`src/sv/ifre_pkg.sv`:
```
// Shared constants, types and helpers for the image flip/rotate engine.
`default_nettype none

package ifre_pkg;

  localparam int MAX_WIDTH   = 256;
  localparam int MAX_HEIGHT  = 256;
  localparam int PIXEL_BITS  = 24;
  localparam int STORE_DEPTH = MAX_WIDTH * MAX_HEIGHT;

  localparam int PIX_FIELD_W = 24;
  localparam int CFG_MODE_W  = 3;
  localparam int CFG_SIZE_W  = 9;
  localparam int CFG_IDX_W   = 2;
  localparam int CFG_DATA_W  = 9;

  localparam int COL_W  = $clog2(MAX_WIDTH);
  localparam int ROW_W  = $clog2(MAX_HEIGHT);
  localparam int IDX_W  = (COL_W > ROW_W) ? COL_W : ROW_W;
  localparam int DIMW_W = $clog2(MAX_WIDTH + 1);
  localparam int DIMH_W = $clog2(MAX_HEIGHT + 1);
  localparam int DIM_W  = (DIMW_W > DIMH_W) ? DIMW_W : DIMH_W;
  localparam int WIDE_W = 2 * DIM_W;
  localparam int ADDR_W = $clog2(STORE_DEPTH);

  localparam int QUEUE_DEPTH = 2;
  localparam int QPTR_W      = (QUEUE_DEPTH > 1) ? $clog2(QUEUE_DEPTH) : 1;
  localparam int QCNT_W      = $clog2(QUEUE_DEPTH + 1);

  localparam logic [CFG_SIZE_W-1:0] SIZE_RESET = CFG_SIZE_W'(256);

  typedef enum logic [CFG_MODE_W-1:0] {
    MODE_VFLIP   = 3'd0,
    MODE_HFLIP   = 3'd1,
    MODE_ROT_CW  = 3'd2,
    MODE_ROT_180 = 3'd3,
    MODE_ROT_CCW = 3'd4
  } mode_t;

  typedef enum logic [CFG_IDX_W-1:0] {
    CFG_MODE   = 2'd0,
    CFG_WIDTH  = 2'd1,
    CFG_HEIGHT = 2'd2
  } cfg_reg_t;

  typedef enum logic {
    OP_LOAD  = 1'b0,
    OP_FETCH = 1'b1
  } op_t;

  typedef struct packed {
    op_t                   op;
    logic [ADDR_W-1:0]     addr;
    logic [PIXEL_BITS-1:0] pixel;
    logic                  last;
  } cmd_t;

  typedef struct packed {
    logic              full;
    logic              empty;
    logic [QCNT_W-1:0] count;
  } q_stat_t;

  function automatic logic [DIM_W-1:0] clamp_dim(input logic [CFG_SIZE_W-1:0] v,
                                                 input int max_v);
    logic [DIM_W-1:0] res;
    if (v == '0) begin
      res = DIM_W'(1);
    end else if (32'(v) > 32'(max_v)) begin
      res = DIM_W'(max_v);
    end else begin
      res = DIM_W'(v);
    end
    return res;
  endfunction

endpackage

`default_nettype wire

```
`src/sv/ifre_queue.sv`:
```
// Short command queue between the front end and the back end.
`default_nettype none

module ifre_queue import ifre_pkg::*; (
  input  wire logic    clk,
  input  wire logic    rst_n,
  input  wire logic    push,
  input  wire cmd_t    push_cmd,
  input  wire logic    pop,
  output      cmd_t    head,
  output      q_stat_t stat
);

  cmd_t              entries_r [QUEUE_DEPTH];
  logic [QPTR_W-1:0] wr_ptr_r, wr_ptr_nxt;
  logic [QPTR_W-1:0] rd_ptr_r, rd_ptr_nxt;
  logic [QCNT_W-1:0] count_r, count_nxt;

  assign head       = entries_r[rd_ptr_r];
  assign stat.count = count_r;
  assign stat.full  = (count_r == QCNT_W'(QUEUE_DEPTH));
  assign stat.empty = (count_r == '0);

  always_comb begin
    wr_ptr_nxt = wr_ptr_r;
    rd_ptr_nxt = rd_ptr_r;
    count_nxt  = count_r;
    if (push) begin
      wr_ptr_nxt = (wr_ptr_r == QPTR_W'(QUEUE_DEPTH - 1)) ? '0 : wr_ptr_r + QPTR_W'(1);
    end
    if (pop) begin
      rd_ptr_nxt = (rd_ptr_r == QPTR_W'(QUEUE_DEPTH - 1)) ? '0 : rd_ptr_r + QPTR_W'(1);
    end
    if (push && !pop) begin
      count_nxt = count_r + QCNT_W'(1);
    end else if (pop && !push) begin
      count_nxt = count_r - QCNT_W'(1);
    end
  end

  always_ff @(posedge clk) begin
    if (push) begin
      entries_r[wr_ptr_r] <= push_cmd;
    end
  end

  always_ff @(posedge clk) begin
    if (!rst_n) begin
      wr_ptr_r <= '0;
      rd_ptr_r <= '0;
      count_r  <= '0;
    end else begin
      wr_ptr_r <= wr_ptr_nxt;
      rd_ptr_r <= rd_ptr_nxt;
      count_r  <= count_nxt;
    end
  end

endmodule

`default_nettype wire

```
`config.mk`:
```
export PLATFORM = sky130hd
export DESIGN_NAME = ifre_queue
export DESIGN_NICKNAME = d
export VERILOG_FILES = /design/src/sv/ifre_pkg.sv /design/src/sv/ifre_queue.sv
export SDC_FILE = /design/constraint.sdc
export NUM_CORES = 1
export LEC_CHECK = 0
export ABC_CLOCK_PERIOD_IN_PS = 5400
export BUFFER_PORTS_ARGS = -buffer_cell sky130_fd_sc_hd__buf_4
export CAP_MARGIN = 25
export CORE_MARGIN = 2
export CORE_UTILIZATION = 55
export CTS_BUF_LIST = sky130_fd_sc_hd__clkbuf_16
export DETAILED_ROUTE_END_ITERATION = 10
export GPL_TIMING_DRIVEN = 0
export PLACE_DENSITY = 0.81
export REMOVE_ABC_BUFFERS = 1
export SLEW_MARGIN = 20
export SYNTH_ARGS = -nofsm -noshare
export SYNTH_HDL_FRONTEND = slang
export SYNTH_SLANG_ARGS = --single-unit
```
`constraint.sdc`:
```
create_clock -name clk -period 5.4 [get_ports clk]
set_input_delay 0.54 -clock clk [delete_from_list [all_inputs] [get_ports clk]]
set_output_delay 0.54 -clock clk [all_outputs]
set_load 0.01 [all_outputs]
```
==> summary by stage <==
Timing
Setup repair after global routing left no endpoint under its margin. The hold violation total from the final report was 0. For the pin with the worst max-slew slack, the measured transition is 698 ps. The setup total negative slack is 0 ps.

The worst path meets setup with 3190 ps of slack. Dividing the final minimum period by the clock period gives 40.8%. The final setup skew is 2.05 ps. The number of failing setup endpoints in the final timing report is 0. The final-report max-slew violation count came to 0.

The worst path in the final design needs a cycle of 2210 ps, including I/O delays and setup. Headroom to the max-slew limit came out at 53.4%. Derived from the worst setup path, the maximum achievable clock frequency is 453 MHz.

Clocking
Once the clock tree was built, the resizer swapped 0 gates to a different size. The number of buffers created by CTS is 9. The clock input transition at the sequential cells of the worst setup and hold paths is 60 ps. The maximum buffer depth of the clock tree is 2. The total setup buffers inserted after CTS is 0.

The cell sitting at the root of the clock tree is a clkbuf_16. At the later pin of the worst-skew pair, clock insertion delay measures 320 ps. The total of hold buffers inserted after clock tree synthesis is 0. In this run the number of H-tree levels came out at 3. CTS saw 89 sinks. The clock tree from TritonCTS is done.

Cells and area
The number of antenna diodes in the final layout is 0. Counting the fill cells in the layout gives 341. At the end of the flow the core is filled with cells to 78.2%.

The library cells used most frequently in the layout, excluding fill and tap cells, are buf_4 (91), edfxtp_1 (84), mux2_2 (42). The area growth from synthesis to final layout is 35.1%. The fraction of final layout cells sized beyond drive strength 1 is 60.1%. The leading cell type in the layout, fill and taps excluded is buf_4. The number of nets in the final layout is 300.

Yosys
Synthesis handed over a netlist of 153 instances. For this run, the number of Yosys warnings is 0. Synthesis inferred 89 register bits. After synthesis, the mean cell area works out to 21.2 µm².

The mapped netlist covers 3240 µm². The number of different library cells used by synthesis comes to 17. Of the synthesized area, sequential elements account for 80.8%.

Route
The final wirelength is 5.54 mm. The vias per cell is 5.14. For this run, design rule violations remaining after detail routing come to 0. The detail route stage leaves a number of antenna-violating nets equal to 0. In this run, the number of DRC markers left after iteration 0 of detailed routing was 78. In the final routed layout, each cell accounts on average for 16.8 µm. Across all layers, the routed design uses 1696 vias. The number of iterations in the first detailed-routing pass is 4.

Worst setup path
The class of the most critical setup path is reg2out. The critical path required time is 4860 ps. Data arrives at the worst endpoint at 1670 ps. The critical path endpoint category is an output port. The maximum fanout encountered on the critical timing path is 27. Measured in cells, the most critical reg-to-reg path has a length of 2. The kind of launch point of the worst setup path is a register.

Die
The die covers 6530 µm². The width of the die is 80.8 µm. The floorplan has 27 rows. The height of the die is 80.8 µm. Once the floorplan was initialized, standard cells occupied 57.9% of the core.

92 I/O pins were placed. The core area is 5610 µm².

Place
Buffers placed on the I/O ports in this run total 91. The setup slack at placement is 3530 ps. Detailed placement ended at an HPWL of 3.76 mm.

The congestion estimate from routability-driven global placement came to 0.701.

Power and ir drop
The total design power is 1.63 mW. The leakage power is 1.68 nW. The worst-case IR drop observed on VDD is 0.258 mV. For this design the ratio of total power to cell area is 373 nW/µm².

Flow run
Max-cap violations in this run came to 0.

Global route
The global route total overflow is 0. The initial antenna violation count is 0. The via count of the first global-routing pass is 1763. The largest net degree at the start of global routing is 28. The global-route wire length before repair is 8.39 mm. Across every metal layer, demand over resource in global routing totals 18.0%.

Worst hold path
The path class of the tightest hold or removal check is in2reg. The depth of the worst hold-timing path is 1.

Outcome
The run finished with clean final reports.
-- where the power goes --
group / internal [mW] / switching (mW) / total (mW)
sequential: 0.796 / 0.0156 / 0.812
clock: 0.400 / 0.231 / 0.632
combinational: 0.111 / 0.0795 / 0.191
-- synthesized netlist by cell type --
master	instances	area share (%)
nor2b_1	2	0.39
mux2_2	42	15
xor2_1	2	0.54
inv_1	1	0.12
a21boi_1	1	0.23
dfxtp_1	5	3.1
o21ai_0	1	0.15
buf_4	2	0.46
xnor2_1	1	0.27
buf_2	3	0.46
and2b_2	1	0.27
or3_1	1	0.19
edfxtp_1	84	78
and2_1	4	0.77
o21a_1	1	0.23
ha_1	1	0.39
nor2_1	1	0.12
-- metrics by stage --
step | instance area (µm²) | std cells | hold WS (ps)
floorplan | 3210 | 148 | 522
global placement | 3990 | 311 | 503
detailed placement | 4070 | 314 | 534
CTS | 4380 | 330 | 391
global route | 4380 | 330 | 385
finish | 4380 | 330 | 397
-- worst paths after layout --
path / startpoint / to / slack [ps]
worst max-delay path: register / head[22] / 3190
worst min-delay path: push_cmd[28] / entries_r[0][28] / 400
worst max register to register: wr_ptr_r / entries_r[0][9] / 3920
worst min register to register: count_r[1] / count_r[1] / 540
-- logic make-up after synthesis --
| kind of cell | after synthesis | synth area share [%] |
|---|---|---|
| simple gates | 9 | 1.74 |
| mux | 42 | 14.6 |
| compound gates | 3 | 0.617 |
| buf+inv | 6 | 1.04 |
| flops | 89 | 80.8 |
| xor+xnor | 3 | 0.810 |
| fa+ha+maj | 1 | 0.386 |
-- state kept, by name (all words and copies together), names as in the netlist, named ones only --
register   cells
count_r        2
entries_r     84
rd_ptr_r       1
wr_ptr_r       1
-- area by class of cell --
| cell class | count | area [µm²] | share of cell area (%) |
|---|---|---|---|
| clock buffer | 9 | 225 | 5.14 |
| clock inverter | 7 | 86.3 | 1.97 |
| inverter | 1 | 3.75 | 0.0856 |
| multi-input combinational | 58 | 597 | 13.6 |
| sequential | 89 | 2620 | 59.8 |
| tap | 72 | 90.1 | 2.05 |
| timing repair buffer | 94 | 758 | 17.3 |
-- metal layers --
metal | vias up | wire (µm) | GRT usage (%)
met5 | - | 0 | 0
met4 | 0 | 93 | 6.61
met3 | 9 | 417 | 6.78
met2 | 64 | 2930 | 32.1
met1 | 827 | 2090 | 19.5
li1 | 796 | - | -
-- worst max-delay path, stage by stage, from the launching register on --
cell and delay, ps:
dfxtp_2 580, buf_12 250, mux2_2 360, buf_4 140
Note: power is estimated with default switching activity, not from simulation.
