### config.mk
export PLATFORM = sky130hd
export DESIGN_NAME = ifre_front_flat
export DESIGN_NICKNAME = d
export VERILOG_FILES = /design/src/sv/ifre_pkg.sv /design/src/sv/ifre_in_if.sv /design/src/sv/ifre_cfg_if.sv /design/src/sv/ifre_front.sv /design/src/flat_wrapper.sv
export SDC_FILE = /design/constraint.sdc
export NUM_CORES = 1
export LEC_CHECK = 0
export ABC_AREA = 1
export BUFFER_PORTS_ARGS = -buffer_cell sky130_fd_sc_hd__buf_2
export CAP_MARGIN = 20
export CORE_MARGIN = 8
export CORE_UTILIZATION = 50
export DETAILED_ROUTE_END_ITERATION = 8
export GPL_ROUTABILITY_DRIVEN = 0
export MAX_ROUTING_LAYER = met4
export PLACE_DENSITY = 0.68
export SETUP_SLACK_MARGIN = 0.1
export SYNTH_ARGS = -nofsm -noshare
export SYNTH_HDL_FRONTEND = slang
export SYNTH_SLANG_ARGS = --single-unit
### constraint.sdc
create_clock -name clk -period 25.7 [get_ports clk]
set_input_delay 2.57 -clock clk [delete_from_list [all_inputs] [get_ports clk]]
set_output_delay 2.57 -clock clk [all_outputs]
set_load 0.01 [all_outputs]
### src/sv/ifre_pkg.sv
// Shared constants, types and helpers for the image flip/rotate engine.
`default_nettype none

package ifre_pkg;

  localparam int MAX_WIDTH   = 256;
  localparam int MAX_HEIGHT  = 256;
  localparam int PIXEL_BITS  = 24;
  localparam int STORE_DEPTH = MAX_WIDTH * MAX_HEIGHT;

  localparam int PIX_FIELD_W = 24;
  localparam int CFG_MODE_W  = 3;
  localparam int CFG_SIZE_W  = 9;
  localparam int CFG_IDX_W   = 2;
  localparam int CFG_DATA_W  = 9;

  localparam int COL_W  = $clog2(MAX_WIDTH);
  localparam int ROW_W  = $clog2(MAX_HEIGHT);
  localparam int IDX_W  = (COL_W > ROW_W) ? COL_W : ROW_W;
  localparam int DIMW_W = $clog2(MAX_WIDTH + 1);
  localparam int DIMH_W = $clog2(MAX_HEIGHT + 1);
  localparam int DIM_W  = (DIMW_W > DIMH_W) ? DIMW_W : DIMH_W;
  localparam int WIDE_W = 2 * DIM_W;
  localparam int ADDR_W = $clog2(STORE_DEPTH);

  localparam int QUEUE_DEPTH = 2;
  localparam int QPTR_W      = (QUEUE_DEPTH > 1) ? $clog2(QUEUE_DEPTH) : 1;
  localparam int QCNT_W      = $clog2(QUEUE_DEPTH + 1);

  localparam logic [CFG_SIZE_W-1:0] SIZE_RESET = CFG_SIZE_W'(256);

  typedef enum logic [CFG_MODE_W-1:0] {
    MODE_VFLIP   = 3'd0,
    MODE_HFLIP   = 3'd1,
    MODE_ROT_CW  = 3'd2,
    MODE_ROT_180 = 3'd3,
    MODE_ROT_CCW = 3'd4
  } mode_t;

  typedef enum logic [CFG_IDX_W-1:0] {
    CFG_MODE   = 2'd0,
    CFG_WIDTH  = 2'd1,
    CFG_HEIGHT = 2'd2
  } cfg_reg_t;

  typedef enum logic {
    OP_LOAD  = 1'b0,
    OP_FETCH = 1'b1
  } op_t;

  typedef struct packed {
    op_t                   op;
    logic [ADDR_W-1:0]     addr;
    logic [PIXEL_BITS-1:0] pixel;
    logic                  last;
  } cmd_t;

  typedef struct packed {
    logic              full;
    logic              empty;
    logic [QCNT_W-1:0] count;
  } q_stat_t;

  function automatic logic [DIM_W-1:0] clamp_dim(input logic [CFG_SIZE_W-1:0] v,
                                                 input int max_v);
    logic [DIM_W-1:0] res;
    if (v == '0) begin
      res = DIM_W'(1);
    end else if (32'(v) > 32'(max_v)) begin
      res = DIM_W'(max_v);
    end else begin
      res = DIM_W'(v);
    end
    return res;
  endfunction

endpackage

`default_nettype wire

### src/sv/ifre_in_if.sv
// Input item channel: command and source pixel.
`default_nettype none

interface ifre_in_if import ifre_pkg::*; ();
  logic                   valid;
  logic                   ready;
  logic                   command;
  logic [PIX_FIELD_W-1:0] pixel_in;

  modport source (output valid, output command, output pixel_in, input ready);
  modport sink   (input valid, input command, input pixel_in, output ready);
endinterface

`default_nettype wire

### src/sv/ifre_cfg_if.sv
// Configuration write channel: register index and write data.
`default_nettype none

interface ifre_cfg_if import ifre_pkg::*; ();
  logic                  valid;
  logic                  ready;
  logic [CFG_IDX_W-1:0]  wr_index;
  logic [CFG_DATA_W-1:0] wr_data;

  modport source (output valid, output wr_index, output wr_data, input ready);
  modport sink   (input valid, input wr_index, input wr_data, output ready);
endinterface

`default_nettype wire

### src/sv/ifre_front.sv
// Front end: config registers, item intake, load/fetch position tracking and address mapping.
`default_nettype none

module ifre_front import ifre_pkg::*; (
  input  wire logic    clk,
  input  wire logic    rst_n,
  ifre_in_if.sink      in_if,
  ifre_cfg_if.sink     cfg_if,
  input  wire q_stat_t q_stat,
  output      logic    push,
  output      cmd_t    push_cmd
);

  logic [CFG_MODE_W-1:0] mode_r;
  logic [CFG_SIZE_W-1:0] width_r;
  logic [CFG_SIZE_W-1:0] height_r;
  logic [ADDR_W-1:0]     load_pos_r, load_pos_nxt;
  logic [IDX_W-1:0]      row_r, row_nxt;
  logic [IDX_W-1:0]      col_r, col_nxt;

  logic [DIM_W-1:0]  w, h, out_cols, out_rows, sr, sc, c_inc, r_inc;
  logic [WIDE_W-1:0] total, lp_inc, map_addr;
  logic [ADDR_W-1:0] lp_cur;
  logic [IDX_W-1:0]  r, c;
  logic              swap, wrap, last;

  assign cfg_if.ready = 1'b1;
  assign in_if.ready  = !q_stat.full;
  assign push         = in_if.valid && in_if.ready;

  always_comb begin
    w     = clamp_dim(width_r, MAX_WIDTH);
    h     = clamp_dim(height_r, MAX_HEIGHT);
    total = WIDE_W'(w) * WIDE_W'(h);

    lp_cur = (WIDE_W'(load_pos_r) >= total) ? '0 : load_pos_r;
    lp_inc = WIDE_W'(lp_cur) + WIDE_W'(1);

    swap     = (mode_t'(mode_r) == MODE_ROT_CW) || (mode_t'(mode_r) == MODE_ROT_CCW);
    out_cols = swap ? h : w;
    out_rows = swap ? w : h;
    wrap     = (DIM_W'(row_r) >= out_rows) || (DIM_W'(col_r) >= out_cols);
    r        = wrap ? '0 : row_r;
    c        = wrap ? '0 : col_r;

    unique case (mode_t'(mode_r))
      MODE_HFLIP: begin
        sr = DIM_W'(r);
        sc = w - DIM_W'(1) - DIM_W'(c);
      end
      MODE_ROT_CW: begin
        sr = h - DIM_W'(1) - DIM_W'(c);
        sc = DIM_W'(r);
      end
      MODE_ROT_180: begin
        sr = h - DIM_W'(1) - DIM_W'(r);
        sc = w - DIM_W'(1) - DIM_W'(c);
      end
      MODE_ROT_CCW: begin
        sr = DIM_W'(c);
        sc = w - DIM_W'(1) - DIM_W'(r);
      end
      default: begin
        sr = h - DIM_W'(1) - DIM_W'(r);
        sc = DIM_W'(c);
      end
    endcase

    map_addr = WIDE_W'(sr) * WIDE_W'(w) + WIDE_W'(sc);
    last     = (DIM_W'(r) == out_rows - DIM_W'(1)) && (DIM_W'(c) == out_cols - DIM_W'(1));
    c_inc    = DIM_W'(c) + DIM_W'(1);
    r_inc    = DIM_W'(r) + DIM_W'(1);
  end

  always_comb begin
    load_pos_nxt = load_pos_r;
    row_nxt      = row_r;
    col_nxt      = col_r;
    if (push && in_if.command == OP_LOAD) begin
      load_pos_nxt = (lp_inc >= total) ? '0 : ADDR_W'(lp_inc);
    end
    if (push && in_if.command == OP_FETCH) begin
      if (c_inc >= out_cols) begin
        col_nxt = '0;
        row_nxt = (r_inc >= out_rows) ? '0 : IDX_W'(r_inc);
      end else begin
        col_nxt = IDX_W'(c_inc);
        row_nxt = r;
      end
    end
  end

  always_comb begin
    push_cmd.op    = op_t'(in_if.command);
    push_cmd.pixel = PIXEL_BITS'(in_if.pixel_in);
    push_cmd.addr  = (in_if.command == OP_FETCH) ? ADDR_W'(map_addr) : lp_cur;
    push_cmd.last  = (in_if.command == OP_FETCH) && last;
  end

  always_ff @(posedge clk) begin
    if (!rst_n) begin
      mode_r     <= MODE_VFLIP;
      width_r    <= SIZE_RESET;
      height_r   <= SIZE_RESET;
      load_pos_r <= '0;
      row_r      <= '0;
      col_r      <= '0;
    end else begin
      load_pos_r <= load_pos_nxt;
      row_r      <= row_nxt;
      col_r      <= col_nxt;
      if (cfg_if.valid && cfg_if.ready) begin
        unique case (cfg_reg_t'(cfg_if.wr_index))
          CFG_MODE:   mode_r   <= CFG_MODE_W'(cfg_if.wr_data);
          CFG_WIDTH:  width_r  <= CFG_SIZE_W'(cfg_if.wr_data);
          CFG_HEIGHT: height_r <= CFG_SIZE_W'(cfg_if.wr_data);
          default: ;
        endcase
      end
    end
  end

endmodule

`default_nettype wire

### src/flat_wrapper.sv
// flat-port wrapper written by rule: the top's interface ports become plain ports
module ifre_front_flat import ifre_pkg::*;
  (clk, rst_n, q_stat, push, push_cmd, in_if_valid, in_if_command, in_if_pixel_in, in_if_ready, cfg_if_valid, cfg_if_wr_index, cfg_if_wr_data, cfg_if_ready);
  ifre_in_if in_if_i ();
  ifre_cfg_if cfg_if_i ();
  input  wire logic clk;
  input  wire logic rst_n;
  input  wire q_stat_t q_stat;
  output      logic push;
  output      cmd_t push_cmd;
  input wire logic [$bits(in_if_i.valid)-1:0] in_if_valid;
  input wire logic [$bits(in_if_i.command)-1:0] in_if_command;
  input wire logic [$bits(in_if_i.pixel_in)-1:0] in_if_pixel_in;
  output wire logic [$bits(in_if_i.ready)-1:0] in_if_ready;
  input wire logic [$bits(cfg_if_i.valid)-1:0] cfg_if_valid;
  input wire logic [$bits(cfg_if_i.wr_index)-1:0] cfg_if_wr_index;
  input wire logic [$bits(cfg_if_i.wr_data)-1:0] cfg_if_wr_data;
  output wire logic [$bits(cfg_if_i.ready)-1:0] cfg_if_ready;
  assign in_if_i.valid = in_if_valid;
  assign in_if_i.command = in_if_command;
  assign in_if_i.pixel_in = in_if_pixel_in;
  assign in_if_ready = in_if_i.ready;
  assign cfg_if_i.valid = cfg_if_valid;
  assign cfg_if_i.wr_index = cfg_if_wr_index;
  assign cfg_if_i.wr_data = cfg_if_wr_data;
  assign cfg_if_ready = cfg_if_i.ready;
  ifre_front u_core (.clk(clk), .rst_n(rst_n), .in_if(in_if_i), .cfg_if(cfg_if_i), .q_stat(q_stat), .push(push), .push_cmd(push_cmd));
endmodule
==> results of run 1 <==
routing by layer:
metal	vias to the layer above	global-route usage	share of wire
met2	309	0.408	0.48
li1	5775	-	-
met4	0	0.0734	0.023
met3	53	0.0231	0.053
met1	5470	0.292	0.44
met5	-	-	0
path summary, 6_finish.rpt:
kind,end,depth (start not counted),start,slack [ns]
worst max register to register,u_core.load_pos_r[2]$_SDFFE_PN0P_,52,u_core.width_r[3]$_SDFFE_PN0P_,15.67
worst min-delay path,u_core.width_r[0]$_SDFFE_PN0P_,2,u_core.width_r[0]$_SDFFE_PN0P_,0.48
worst min register to register,u_core.width_r[0]$_SDFFE_PN0P_,2,u_core.width_r[0]$_SDFFE_PN0P_,0.48
worst max-delay path,push_cmd[40],58,u_core.width_r[3]$_SDFFE_PN0P_,12.30
sequential cells by signal (all words and copies together), names as in the netlist:
| name | flops |
|---|---|
| u_core.height_r | 9 |
| u_core.width_r | 9 |
| u_core.load_pos_r | 16 |
| u_core.row_r | 8 |
| u_core.mode_r | 3 |
| u_core.col_r | 8 |
logic make-up (layout without fill, tap and decap cells):
group | after synthesis | count (layout) | share of synthesized area
compound gates | 273 | 273 | 0.124
xor+xnor | 57 | 57 | 0.0402
fa+ha+maj | 278 | 278 | 0.344
buf+inv | 411 | 398 | 0.136
flops | 53 | 53 | 0.0854
mux | 1 | 1 | 0.000806
other cells | 1 | 1 | 0.000302
simple gates | 767 | 767 | 0.270
layout by cell type, fill, tap and decap left out, drive strengths merged, types with 13 or more instances in the layout:
| cell | instances |
|---|---|
| o21ai | 107 |
| nor2 | 185 |
| xnor2 | 15 |
| inv | 341 |
| ha | 172 |
| and2 | 13 |
| nand4 | 19 |
| nand2 | 423 |
| buf | 44 |
| nor3 | 21 |
| fa | 106 |
| dfxtp | 53 |
| nand3 | 99 |
| a21oi | 122 |
| xor2 | 42 |
Yosys cell counts, drive strengths merged, types with 2 or more instances:
master  count
nand2     423
inv       339
nor2      185
ha        172
a21oi     122
o21ai     107
fa        106
nand3      99
dfxtp      53
xor2       42
buf        37
clkbuf     28
nor3       21
nand4      19
xnor2      15
and2       13
o211ai      9
clkinv      7
o22ai       6
or2         5
a21o        4
a31oi       4
o21a        4
a21boi      3
a22oi       3
o221ai      3
o31ai       2
per-stage QoR:
step	setup WS (ns)	power [W]	area [um^2]	utilization
floorplan	14.77	0.000320	12400	-
global placement	12.91	0.000386	12700	0.522
detailed placement	12.80	0.000391	12700	0.522
CTS	12.43	0.000471	12800	0.528
global route	11.36	0.000519	12800	0.528
finish	12.30	0.000471	12800	0.528
power by group:
part           internal, W  leakage [nW]  switching (W)
registers        0.0000842         0.430     0.00000192
clock network    0.0000377        0.0763      0.0000415
logic             0.000106          6.28       0.000200
layout make-up:
cell class / instances / area [um^2] / share of cell area
multi-input combinational: 1377 / 9670 / 0.753
inverter: 346 / 1310 / 0.102
sequential: 53 / 1060 / 0.0826
tap: 324 / 405 / 0.0316
timing repair buffer: 44 / 240 / 0.0187
clock buffer: 5 / 125 / 0.00975
clock inverter: 3 / 28.8 / 0.00224
worst min-delay path: cells and delay by family (launching register included):
kind / cells / cell delay, ns
buffers and inverters: 1 / 0.07
AO/OA/AOI/OAI: 1 / 0.06
flip-flops: 1 / 0.32
==> metrics.log, run 1 <==
INFO  metric grt_pass1_wl = 57600 um
INFO  metric finalCriticalPeriod = 13.40 ns
INFO  metric syn_avg_cell_area = 6.75 um^2
INFO  metric tritoncts.num_buffers = 5
INFO  metric postSynth.asyncResetShare = 0
INFO  metric instances_no_fill = 2152
INFO  metric status = completed
INFO  metric finClkSkew = 0.00576 ns
INFO  metric cp.buffers_inverters = 12
INFO  metric synth_warnings = 0
INFO  metric final.period_utilization = 0.521
INFO  metric synth_area_leaders = ha_1 17%, fa_1 17%, nand2_1 13%
INFO  metric timing_max_transition_violations_final = 0
INFO  metric max-slew-margin-rel = 0.391
INFO  metric floorplan.io_pins = 89
INFO  metric hold_ws = 0.478 ns
INFO  metric via_count_of_the_first_global_routing_pass = 11600
INFO  metric antenna_cells_inserted = 0
INFO  metric layout.filler_cells = 2466
INFO  metric synth.cell_area = 12400 um^2
INFO  metric grt_start_max_net_pins = 32
INFO  metric synthesis.nets = 2163
INFO  metric maxCapViolCount = 0
INFO  metric die_w = 174 um
INFO  metric total_grt_usage = 0.238
INFO  metric grt_overflow_total = 0
INFO  metric cts_max_path_buffers = 2
INFO  metric setup-violations-final = 0
INFO  metric synth-seq-cells = 53
INFO  metric cpPeakStageDelay = 0.60 ns
INFO  metric fmax = 74.6 MHz
INFO  metric initial_antenna_violation_count = 0
INFO  metric clock_tree_from_tritoncts = done
INFO  metric clock-root-buffer = clkbuf_16
INFO  metric avgRoutedWirePerCell = 15.8 um
INFO  metric avg_vias_per_cell = 5.39
INFO  metric setup_tns = 0 ns
INFO  metric rsz0062_at_grt = no
INFO  metric h-tree-depth = 2
INFO  metric start_util = 0.511
INFO  metric cts_resized = 0
INFO  metric setup.worst_path.class = reg2out
INFO  metric floorplan.rows = 57
INFO  metric area_of_the_core_region = 24300 um^2
INFO  metric postRouteWirelength = 34000 um
INFO  metric nets = 2149
INFO  metric synth-edff-count = 0
INFO  metric post_synth_top_area_share = 0.173
INFO  metric p_leak = 6.79 nW
INFO  metric die_y = 174 um
INFO  metric final-hold-violation-count = 0
INFO  metric critPathMostFrequentCell = nand2_1
INFO  metric floorplan.die_area = 30100 um^2
INFO  metric clock_insertion_delay_worst_skew = 0.32 ns
INFO  metric powerDensity = 36.7 nW/um^2
INFO  metric cts_post_setup_buffers_inserted = 0
INFO  metric synth_flop_cell = dfxtp_1
INFO  metric drive_gt1_frac = 0.0656
INFO  metric portBuffers = 36
INFO  metric dpl.cell_count = 2144
INFO  metric maximum_vdd_drop = 26.5 uV
INFO  metric synthDistinctLibCells = 57
INFO  metric route.vias.total = 11600
INFO  metric tightestPinTransition = 0.909 ns
INFO  metric numClockSinks = 53
INFO  metric crit_fanout = 16
INFO  metric dr.pass1.iters = 6
INFO  metric clk_pin_slew = 0.09 ns
INFO  metric cp_data_required_time = 23.13 ns
INFO  metric critical_path.top_delay_family = adder cells
INFO  metric drcViolationCount = 0
INFO  metric hp-class = reg2reg
INFO  metric cts.hold.buffers_added = 0
INFO  metric dp.final_hpwl = 27700 um
INFO  metric detail_route.iter0.violations = 893
INFO  metric worstSetupEndpointType = output port
INFO  metric synthDominantAreaCellType = ha_1
INFO  metric cpMaxStageDelayCell = o21ai_1
INFO  metric post_syn_instances = 1841
INFO  metric critical_path_arrival = 10.83 ns
INFO  metric areaGrowthSynthToFinish = 3.39%
INFO  metric critical_path.startpoint_type = register
INFO  metric final_antenna_net_count = 0
INFO  metric sequential_cell_area_fraction_in_the_yosys_report = 0.0854
Power figures use the tool's default switching activity.
==> run 2: changes to the inputs <==
==> constraint.sdc (replaced) <==
create_clock -name clk -period 13.6 [get_ports clk]
set_input_delay 1.36 -clock clk [delete_from_list [all_inputs] [get_ports clk]]
set_output_delay 1.36 -clock clk [all_outputs]
set_load 0.01 [all_outputs]
==> metrics.log, run 2 (synthesis gave the netlist of run 1 again) <==
INFO  metric dpl.cell_count = 2145 (+0.047%)
INFO  metric cts_max_path_buffers = 2 (unchanged)
INFO  metric fmax = 81.3 MHz
INFO  metric worstRegToRegCells = 50 (-3.8%)
INFO  metric dr.pass1.iters = 6 (unchanged)
INFO  metric register_area = 1060 um^2 (unchanged)
INFO  metric final_antenna_net_count = 0 (unchanged)
INFO  metric regMostFlops = u_core.load_pos_r
INFO  metric dp.final_hpwl = 27700 um (about the same)
INFO  metric rsz0062_at_grt = no
INFO  metric drcViolationCount = 0 (unchanged)
INFO  metric route.vias.total = 11600 (-0.22%)
INFO  metric nets = 2150 (+0.047%)
INFO  metric maxCapViolCount = 0 (unchanged)
INFO  metric hp-class = reg2reg
INFO  metric portBuffers = 36 (unchanged)
INFO  metric finClkSkew = 0.0124 ns (+0.00669 ns)
INFO  metric setup_tns = 0 ns (unchanged)
INFO  metric avgRoutedWirePerCell = 15.8 um (+0.22%)
INFO  metric hold-path-cell-count = 2 (unchanged)
INFO  metric antenna_cells_inserted = 0 (unchanged)
INFO  metric cpMaxStageDelayCell = o21ai_1
INFO  metric critical_path.startpoint_type = register
INFO  metric timing.rr.end = u_core.load_pos_r[14]$_SDFFE_PN0P_
INFO  metric worst_r2r_setup_slack = 3.66 ns (-12.01 ns)
INFO  metric mostFrequentLayoutCells = 415 x nand2_1, 327 x inv_1, 172 x ha_1
INFO  metric tightestPinTransition = 0.873 ns (-0.0358 ns)
INFO  metric numClockSinks = 53 (unchanged)
INFO  metric layout.cell_area.non_filler = 12800 um^2 (about the same)
INFO  metric clock_tree_from_tritoncts = done
INFO  metric p_leak = 6.80 nW (+0.11%)
INFO  metric holdPathEnd = u_core.width_r[0]$_SDFFE_PN0P_
INFO  metric multiInputGateArea = 9670 um^2 (unchanged)
INFO  metric final.period_utilization = 0.905
INFO  metric floorplan.die_area = 30100 um^2 (unchanged)
INFO  metric largest_register_ff_count = 16 (unchanged)
INFO  metric grt_pass1_wl = 57300 um (-0.50%)
INFO  metric biggestRegsByFlops = u_core.load_pos_r: 16 flops, u_core.height_r: 9 flops, u_core.width_r: 9 flops
INFO  metric maximum_vdd_drop = 51.2 uV (+93%)
INFO  metric cpPeakStageDelay = 0.65 ns (+0.05 ns)
INFO  metric avg_vias_per_cell = 5.38 (-0.27%)
INFO  metric hold_ws = 0.476 ns (-0.00253 ns)
INFO  metric h-tree-depth = 2 (unchanged)
INFO  metric setup.worst_path.class = reg2out
INFO  metric crit_fanout = 16 (unchanged)
INFO  metric clock_insertion_delay_worst_skew = 0.32 ns (about the same)
INFO  metric floorplan.rows = 57 (unchanged)
INFO  metric area_of_the_core_region = 24300 um^2 (unchanged)
INFO  metric hold_path_startpoint = u_core.width_r[0]$_SDFFE_PN0P_
INFO  metric clock-root-buffer = clkbuf_16
INFO  metric via_count_of_the_first_global_routing_pass = 11300 (-2.6%)
INFO  metric worstSetupEndpointType = output port
INFO  metric timing_max_transition_violations_final = 0 (unchanged)
INFO  metric instances_no_fill = 2153 (+0.046%)
INFO  metric final-hold-violation-count = 0 (unchanged)
INFO  metric finalCriticalPeriod = 12.30 ns
INFO  metric grt_start_max_net_pins = 32 (unchanged)
INFO  metric status = completed
INFO  metric reg2reg_from = u_core.width_r[2]$_SDFFE_PN0P_
INFO  metric total_grt_usage = 0.237 (-0.000929)
INFO  metric cts_post_setup_buffers_inserted = 0 (unchanged)
INFO  metric max-slew-margin-rel = 0.417 (+0.0258)
INFO  metric floorplan.io_pins = 89 (unchanged)
INFO  metric die_y = 174 um (unchanged)
INFO  metric drive_gt1_frac = 0.0662 (+0.000511)
INFO  metric cts_resized = 0 (unchanged)
INFO  metric cts.hold.buffers_added = 0 (unchanged)
INFO  metric critPathMostFrequentCell = nand2_1
INFO  metric postRouteWirelength = 34100 um (+0.26%)
INFO  metric setup-violations-final = 0 (unchanged)
INFO  metric powerDensity = 69.4 nW/um^2 (+89%)
INFO  metric die_w = 174 um (unchanged)
INFO  metric start_util = 0.511 (unchanged)
INFO  metric clk_pin_slew = 0.08 ns (about the same)
INFO  metric layout.cells.most_common = nand2_1
INFO  metric initial_antenna_violation_count = 0 (unchanged)
INFO  metric layout.filler_cells = 2446 (-0.81%)
INFO  metric grt_overflow_total = 0 (unchanged)
INFO  metric detail_route.iter0.violations = 810 (-9.3%)
INFO  metric placement_stage_cell_area = 12700 um^2 (about the same)
INFO  metric tritoncts.num_buffers = 5 (unchanged)
INFO  metric critical_path_arrival = 10.94 ns (+0.11 ns)
INFO  metric areaGrowthSynthToFinish = 3.47% (about the same)
INFO  metric cp_data_required_time = 12.24 ns (-10.89 ns)
[run 2: cell types whose count changed in the layout (fill, tap and decap cells not counted)]
cell,previous run,this run
buf_4,8,9
inv_8,1,0
clkbuf_8,0,1
[run 2: routing by layer]
layer  vias to the layer above  global-route usage  part of all wire
met1                      5448               0.303              0.45
met3                        56              0.0231             0.047
met5                         -                   -                 0
met4                         0              0.0716             0.025
li1                       5770                   -                 -
met2                       307               0.392              0.48
[run 2: worst max-delay path by stage]
stage / startpoint / end / slack, ns / cells past startpoint
global route: u_core.width_r[2]$_SDFFE_PN0P_ / push_cmd[40] / 0.48 / 58
global placement: u_core.width_r[3]$_SDFFE_PN0P_ / push_cmd[40] / 2.09 / 57
detailed placement: u_core.width_r[3]$_SDFFE_PN0P_ / push_cmd[40] / 1.89 / 58
finish: u_core.width_r[2]$_SDFFE_PN0P_ / push_cmd[40] / 1.30 / 58
CTS: u_core.width_r[2]$_SDFFE_PN0P_ / push_cmd[40] / 1.51 / 58
floorplan: u_core.width_r[2]$_SDFFE_PN0P_ / push_cmd[40] / 3.88 / 58
[run 2: final cells by class]
class / instances / area share
Clock buffer: 6 / 0.0108
Clock inverter: 2 / 0.00136
Inverter: 346 / 0.102
Multi-Input combinational cell: 1377 / 0.753
Sequential cell: 53 / 0.0826
Tap cell: 324 / 0.0316
Timing Repair Buffer: 45 / 0.0193
[run 2: per-stage QoR]
step / utilization / worst slack (ns) / total power, W
2_1_floorplan: - / 3.88 / 0.000605
3_3_place_gp: 0.522 / 2.09 / 0.000728
3_5_place_dp: 0.522 / 1.89 / 0.000738
4_1_cts: 0.528 / 1.51 / 0.000888
5_1_grt: 0.528 / 0.479 / 0.000980
6_report: 0.528 / 1.30 / 0.000891
[run 2: worst max-delay path, delay by kind of cell, from the launching register on]
kind	cells	cell delay [ns]
AOI/OAI and AO/OA	13	2.82
adders and majority gates	9	3.84
buffers and inverters	12	1.03
DFF	1	0.31
and+or+nand+nor	24	2.59
[run 2: power breakdown]
group / internal (W) / leakage [nW] / total, W / switching [W]
combinational: 0.000202 / 6.29 / 0.000581 / 0.000379
sequential: 0.000159 / 0.430 / 0.000163 / 0.00000365
clock: 0.0000748 / 0.0775 / 0.000148 / 0.0000732
